File: src/hw/rtl/rti_pkg.sv
// Shared constants and types for the ray/triangle intersection tester.
`timescale 1ns / 1ps
package rti_pkg;

   localparam int CoordWidth   = 20;
   localparam int FractionBits = 12;
   localparam int DistWidth    = 24;
   localparam int DiffWidth    = CoordWidth + 1;
   localparam int MinorWidth   = 2 * DiffWidth + 1;
   localparam int ProdWidth    = DiffWidth + MinorWidth;
   localparam int DetWidth     = ProdWidth + 3;
   localparam int DivWidth     = DetWidth + DistWidth;
   localparam int StepWidth    = DistWidth + CoordWidth + 1;
   localparam int VecWidth     = 3 * CoordWidth;
   localparam int CsrIndexWidth = 3;

   localparam logic [CsrIndexWidth-1:0] CSR_VERTEX_A       = 3'd0;
   localparam logic [CsrIndexWidth-1:0] CSR_VERTEX_B       = 3'd1;
   localparam logic [CsrIndexWidth-1:0] CSR_VERTEX_C       = 3'd2;
   localparam logic [CsrIndexWidth-1:0] CSR_SURFACE_NORMAL = 3'd3;
   localparam logic [CsrIndexWidth-1:0] CSR_HIT_EPSILON    = 3'd4;
   localparam logic [CsrIndexWidth-1:0] CSR_SHADOW_ENABLE  = 3'd5;

   // Three packed coordinates, x in the lowest element.
   typedef logic [2:0][CoordWidth-1:0] vec_type;

   // Per-ray data that travels beside the arithmetic.
   typedef struct packed {
      logic    kind;
      logic    quiet;
      vec_type origin;
      vec_type dir;
   } side_type;

   // Finished result before the normal is attached.
   typedef struct packed {
      logic                 hit;
      logic                 primary;
      logic [DistWidth-1:0] distance;
      vec_type              point;
   } result_type;

endpackage

File: src/hw/rtl/rti_point.sv
// Epsilon test, hit point origin + t*dir with saturation, and the result register.
`timescale 1ns / 1ps
module rti_point (
   input  logic                             clock,
   input  logic                             reset,
   input  logic                             advance,
   input  logic                             in_valid,
   input  rti_pkg::side_type                in_side,
   input  logic                             in_miss,
   input  logic [rti_pkg::DistWidth-1:0]    in_t,
   input  logic [rti_pkg::DistWidth-1:0]    hit_epsilon,
   output logic                             out_valid,
   output rti_pkg::result_type              out_result
);

   localparam int CW = rti_pkg::CoordWidth;
   localparam int SW = rti_pkg::StepWidth;
   localparam logic signed [SW:0] CoordMax = (SW+1)'((1 << (CW - 1)) - 1);
   localparam logic signed [SW:0] CoordMin = -CoordMax - (SW+1)'(1);

   logic                          valid1_ff, valid2_ff;
   logic                          hit1_ff, kind1_ff;
   logic [rti_pkg::DistWidth-1:0] t1_ff;
   rti_pkg::vec_type              origin1_ff;
   logic signed [SW-1:0]          prod1_ff [3];
   rti_pkg::result_type           result_in, result_ff;
   logic signed [SW:0]            sum [3];

   always_comb begin
      result_in.hit      = hit1_ff;
      result_in.primary  = hit1_ff & ~kind1_ff;
      result_in.distance = hit1_ff ? t1_ff : '0;
      for (int x = 0; x < 3; x++) begin
         // Arithmetic shift rounds t*dir towards minus infinity.
         sum[x] = (SW+1)'($signed(origin1_ff[x])) + (SW+1)'(prod1_ff[x] >>> rti_pkg::FractionBits);
         if (!result_in.primary) begin
            result_in.point[x] = '0;
         end else if (sum[x] > CoordMax) begin
            result_in.point[x] = CoordMax[CW-1:0];
         end else if (sum[x] < CoordMin) begin
            result_in.point[x] = CoordMin[CW-1:0];
         end else begin
            result_in.point[x] = sum[x][CW-1:0];
         end
      end
   end

   always_ff @(posedge clock) begin
      if (reset) begin
         valid1_ff <= 1'b0;
         valid2_ff <= 1'b0;
      end else if (advance) begin
         valid1_ff <= in_valid;
         valid2_ff <= valid1_ff;
      end
   end

   always_ff @(posedge clock) begin
      if (advance) begin
         hit1_ff    <= ~in_miss & (in_t >= hit_epsilon);
         kind1_ff   <= in_side.kind;
         t1_ff      <= in_t;
         origin1_ff <= in_side.origin;
         for (int x = 0; x < 3; x++) begin
            prod1_ff[x] <= $signed({1'b0, in_t}) * SW'($signed(in_side.dir[x]));
         end
         result_ff <= result_in;
      end
   end

   assign out_valid  = valid2_ff;
   assign out_result = result_ff;

endmodule
File: config.mk
export PLATFORM = sky130hd
export DESIGN_NAME = rti_point
export DESIGN_NICKNAME = d
export VERILOG_FILES = /design/src/hw/rtl/rti_pkg.sv /design/src/hw/rtl/rti_point.sv
export SDC_FILE = /design/constraint.sdc
export NUM_CORES = 2
export LEC_CHECK = 0
export BUFFER_PORTS_ARGS = -buffer_cell sky130_fd_sc_hd__buf_4
export CORE_UTILIZATION = 35
export CTS_BUF_LIST = sky130_fd_sc_hd__clkbuf_4 sky130_fd_sc_hd__clkbuf_8
export CTS_CLUSTER_DIAMETER = 60
export DETAILED_ROUTE_END_ITERATION = 10
export GPL_TIMING_DRIVEN = 0
export REMOVE_ABC_BUFFERS = 1
export SLEW_MARGIN = 25
export SYNTH_ARGS = -nofsm -noshare
export SYNTH_HDL_FRONTEND = slang
export SYNTH_SLANG_ARGS = --single-unit
File: constraint.sdc
create_clock -name clock -period 10.1 [get_ports clock]
set_input_delay 1.01 -clock clock [delete_from_list [all_inputs] [get_ports clock]]
set_output_delay 1.01 -clock clock [all_outputs]
set_load 0.01 [all_outputs]
-- Word-level counts from Yosys, hierarchy flattened
Memories as Yosys holds them, arrays and structs flattened.
Index checks and enable logic that the tools add are counted.
- register bits: 174
- latch bits: 0
- bits in writable memories: 135
- memory bits (read-only): 0
- output and inout port bits: 87
- logic and storage cells: 47
- memories: 1
- $add $sub $neg: 3
- multipliers: 3
- div/mod/pow operators: 0
- $lt $le $gt $ge: 7
- equality and inequality tests: 0
- shift operators: 0
- muxes and demuxes: 8
- bitwise gates (word level): 5
- reductions and logical operators: 3
- memories (name ; depth ; width ; read ports ; clocked after memory_dff ; write ports ; line ; source):
    prod1_ff ; 3 ; 45 ; 3 ; 0 ; 3 ; rti_point.sv:25 ; logic signed [SW-1:0] prod1_ff [3];
- operators by type and width (kind ; count):
    $mul A25 B20 Y45 ; 3
    $add A20 B33 Y34 ; 3
    $gt A34 B20 Y1 const B ; 3
    $lt A34 B20 Y1 const B ; 3
    $mux W20 ; 3
    $mux W19 ; 3
    $ge A24 B24 Y1 ; 1
    $reduce_or A2 Y1 ; 3
    $not A1 Y1 ; 3
    $and A1 B1 Y1 ; 2
    $mux W1 ; 2

-- Logic depth before layout (Yosys ltp)
An unclocked memory read counts as a cell.
- depth after elaboration: 5
- gate-level depth with buffers: 29

-- Worst setup path after synthesis
Ideal clock, no wire load.
- kind: input -> register
- start: input in_t[9] in the netlist's numbering
- end: memory prod1_ff[0][89] in the netlist's numbering, data pin
- setup time: 0.260 ns
- arrival: 7.575 ns
- slack: 2.265 ns
- stages on the path: 28
- path through: clkbuf_1 > clkbuf_1 > and2_1 > fa_1 > fa_1 > inv_1 > fa_1 > inv_1 > fa_1 > inv_1 > fa_1 > inv_1 > fa_1 > inv_1 > fa_1 > inv_1 > ha_1 > and3_1 > nand3_1 > a311oi_1 > o2111ai_1 > a211oi_1 > o21ai_0 > o21ai_0 > a211oi_1 > o21bai_1 > a21oi_1 > xnor2_1
- RTL lines (item ; line ; source):
    from (decl) ; rti_point.sv:10 ; input logic [rti_pkg::DistWidth-1:0] in_t,
    to (decl) ; rti_point.sv:25 ;

==> flow_summary.json <==
{
  "fmax_mhz": 116,
  "grt_pass1_vias": 47200,
  "layout-drive-gt1-share": 0.0597,
  "maxSlewHeadroom": 0.275,
  "setup_viol_count_final": 0,
  "cp-end-kind": "register",
  "synthArstFlopShare": 0,
  "r2r_start": "origin1_ff[0]$_DFFE_PP_",
  "postRouteWirelength_microns": 158000,
  "ys_seq_area_frac": 0.132,
  "synth-seq-cells": 273,
  "final_max_slew_viol_count": 0,
  "instances_no_fill": 8908,
  "die_area_sq_mm": 0.178,
  "final_hold_viol_count": 0,
  "areaGrowthSynthToFinish_pct": 8.30,
  "utilization": 0.383,
  "postCtsSetupBuffers": 0,
  "first_pass_iters": 6,
  "floorplan.rows": 153,
  "cts_made_buffers": 56,
  "fp.dieW_microns": 422,
  "cts_root_buf": "clkbuf_8",
  "place_hpwl_microns": 115000,
  "r2r-end": "out_result[12]$_SDFFCE_PN0P_",
  "clkSinkCount": 273,
  "worstMarginPinSlew_ps": 1090,
  "fin_crit_sh": 0.850,
  "antenna_found_initial": 17,
  "grt_max_degree": 89,
  "syn_inst": 6526,
  "cts_max_level": 2,
  "clkTransAtPathRegs_ps": 60,
  "fin_setup_tns_ps": 0,
  "required_ps": 10540,
  "gp_congestion": 0.848,
  "wire_per_inst_microns": 17.7,
  "synthFlopType": "edfxtp_1",
  "tritoncts": "built",
  "nets": 8547,
  "hold_class": "input pin to register",
  "dp_cells": 8801,
  "post_cts_resized": 0,
  "drt_iter0_drc": 2192,
  "vias": 43800,
  "synth_area_sq_mm": 0.0618,
  "synth_cell_types": 83,
  "die_h_microns": 422,
  "whs_path_depth": 2,
  "reg2reg_depth": 14,
  "holdWs_ps": 455,
  "grt_pass1_wl_microns": 256000,
  "drt-vias-per-instance": 4.91,
  "route.detailed.drc": 0,
  "clk_latency_ps": 720,
  "yosys_warnings": 0,
  "synth-edff-count": 271,
  "fillers": 17500,
  "ff2ff_setup_slack_ps": 4800,
  "ctsLongestPathBuffers": 3,
  "hold_path_startpoint": "reset",
  "track_usage": 0.181,
  "fp.coreArea_sq_mm": 0.175,
  "status": "complete, no violations",
  "overflow": 0,
  "period_needed_ps": 8590,
  "port_buffers": 260,
  "initial_core_util": 0.354,
  "ant_nets": 0,
  "grt_setup_unrepaired": "false",
  "start_kind": "input pin",
  "clock_skew_ps": 35.6,
  "crit_path_max_fanout": 62,
  "avgSynthCellArea_sq_um": 9.46,
  "min_to": "valid1_ff$_SDFFE_PP0P_",
  "critPathKind": "input pin to register",
  "pin_count": 262,
  "cts.hold.buffers_added": 0,
  "cap_violations": 0,
  "arrival_ps": 9030
}
[metal layers]
layer	global-route usage	wire length, microns	vias to the layer above
met5	0	56	-
met4	0.0379	3140	8
met3	0.0206	7060	159
met2	0.318	78400	972
met1	0.238	69200	22600
li1	-	-	20100
[worst max-delay path by stage]
stage,startpoint,end,slack [ps],depth (start not counted)
global route,in_t[7],prod1_ff[0][44]$_DFFE_PP_,1060,26
floorplan,in_side[22],prod1_ff[0][89]$_DFFE_PP_,2580,26
CTS,in_t[9],prod1_ff[0][89]$_DFFE_PP_,1490,27
finish,in_t[9],prod1_ff[0][44]$_DFFE_PP_,1510,27
detailed placement,in_t[9],prod1_ff[0][89]$_DFFE_PP_,650,27
global placement,in_t[10],prod1_ff[0][89]$_DFFE_PP_,340,27
[cell type report]
cell class,instances,area [sq um],share of cell area
clock buffer,70,882,0.0132
inverter,1362,5110,0.0764
antenna,3,7.51,0.000112
tap,2325,2910,0.0435
clock inverter,32,370,0.00554
timing repair buffer,269,2150,0.0321
sequential,273,8180,0.122
multi-input combinational,4574,47300,0.707
[cell families (layout without fill, tap and decap cells)]
group | Yosys count | in the layout | synth area share
multiplexers | 10 | 10 | 0.00162
XOR/XNOR | 160 | 160 | 0.0227
AND/OR/NAND/NOR | 1958 | 1958 | 0.161
AO/OA/AOI/OAI | 610 | 610 | 0.0648
adder cells (fa/ha/maj) | 1836 | 1836 | 0.515
flip-flops | 273 | 273 | 0.132
other | 0 | 3 | 0
buffers and inverters | 1679 | 1733 | 0.103
[flip-flops by register name, summed over array words and instances, names as in the netlist]
signal      cells
t1_ff          24
valid1_ff       1
kind1_ff        1
origin1_ff     60
prod1_ff       99
out_valid       1
out_result     86
hit1_ff         1
[cells in the final DEF (no fill, tap or decap), drive strengths merged, types with 33 or more instances in the layout]
master and instances:
o21a 33, xnor2 102, o21ai 95, clkbuf 70, edfxtp 271, nor2 188, and2 771, nor3 43
a21o 98, inv 1362, nand2 725, buf 269, ha 657, nand3 42, nand2b 63, fa 1179
xor2 58, a21oi 200
[cells in the mapped netlist, types with 33 or more instances]
master / count / area share
a21o_1: 97 / 0.012
a21oi_1: 200 / 0.016
and2_1: 770 / 0.078
clkbuf_1: 304 / 0.018
edfxtp_1: 271 / 0.13
fa_1: 1179 / 0.38
ha_1: 657 / 0.13
inv_1: 1360 / 0.083
nand2_1: 725 / 0.044
nand2b_1: 63 / 0.0064
nand3_1: 42 / 0.0034
nor2_1: 188 / 0.011
nor3_1: 43 / 0.0035
o21a_1: 33 / 0.0040
o21ai_0: 94 / 0.0076
xnor2_1: 102 / 0.014
xor2_1: 58 / 0.0082
[through the flow]
| stage | area [sq um] | setup slack (ps) |
|---|---|---|
| global placement | 65400 | 337 |
| global route | 66900 | 1060 |
| detailed placement | 65600 | 653 |
| floorplan | 60500 | 2580 |
| finish | 66900 | 1510 |
| CTS | 66800 | 1490 |
[worst max-delay path: stages]
cell,delay (ps)
buf_4,700
and2_1,270
fa_1,450
fa_1,510
inv_1,50
fa_1,470
inv_1,50
fa_1,500
inv_1,60
fa_1,540
inv_1,50
fa_1,480
inv_1,50
fa_1,470
inv_1,40
ha_1,340
nand4_1,120
nor2_1,160
nand2_1,80
o221ai_1,360
a31oi_1,210
o21ai_0,570
a21o_1,280
a21oi_1,130
a311oi_1,570
a311oi_1,210
xnor2_1,190
Power is not shown: default switching activity piles up to over one toggle a cycle in this logic, so the estimate is an artifact.
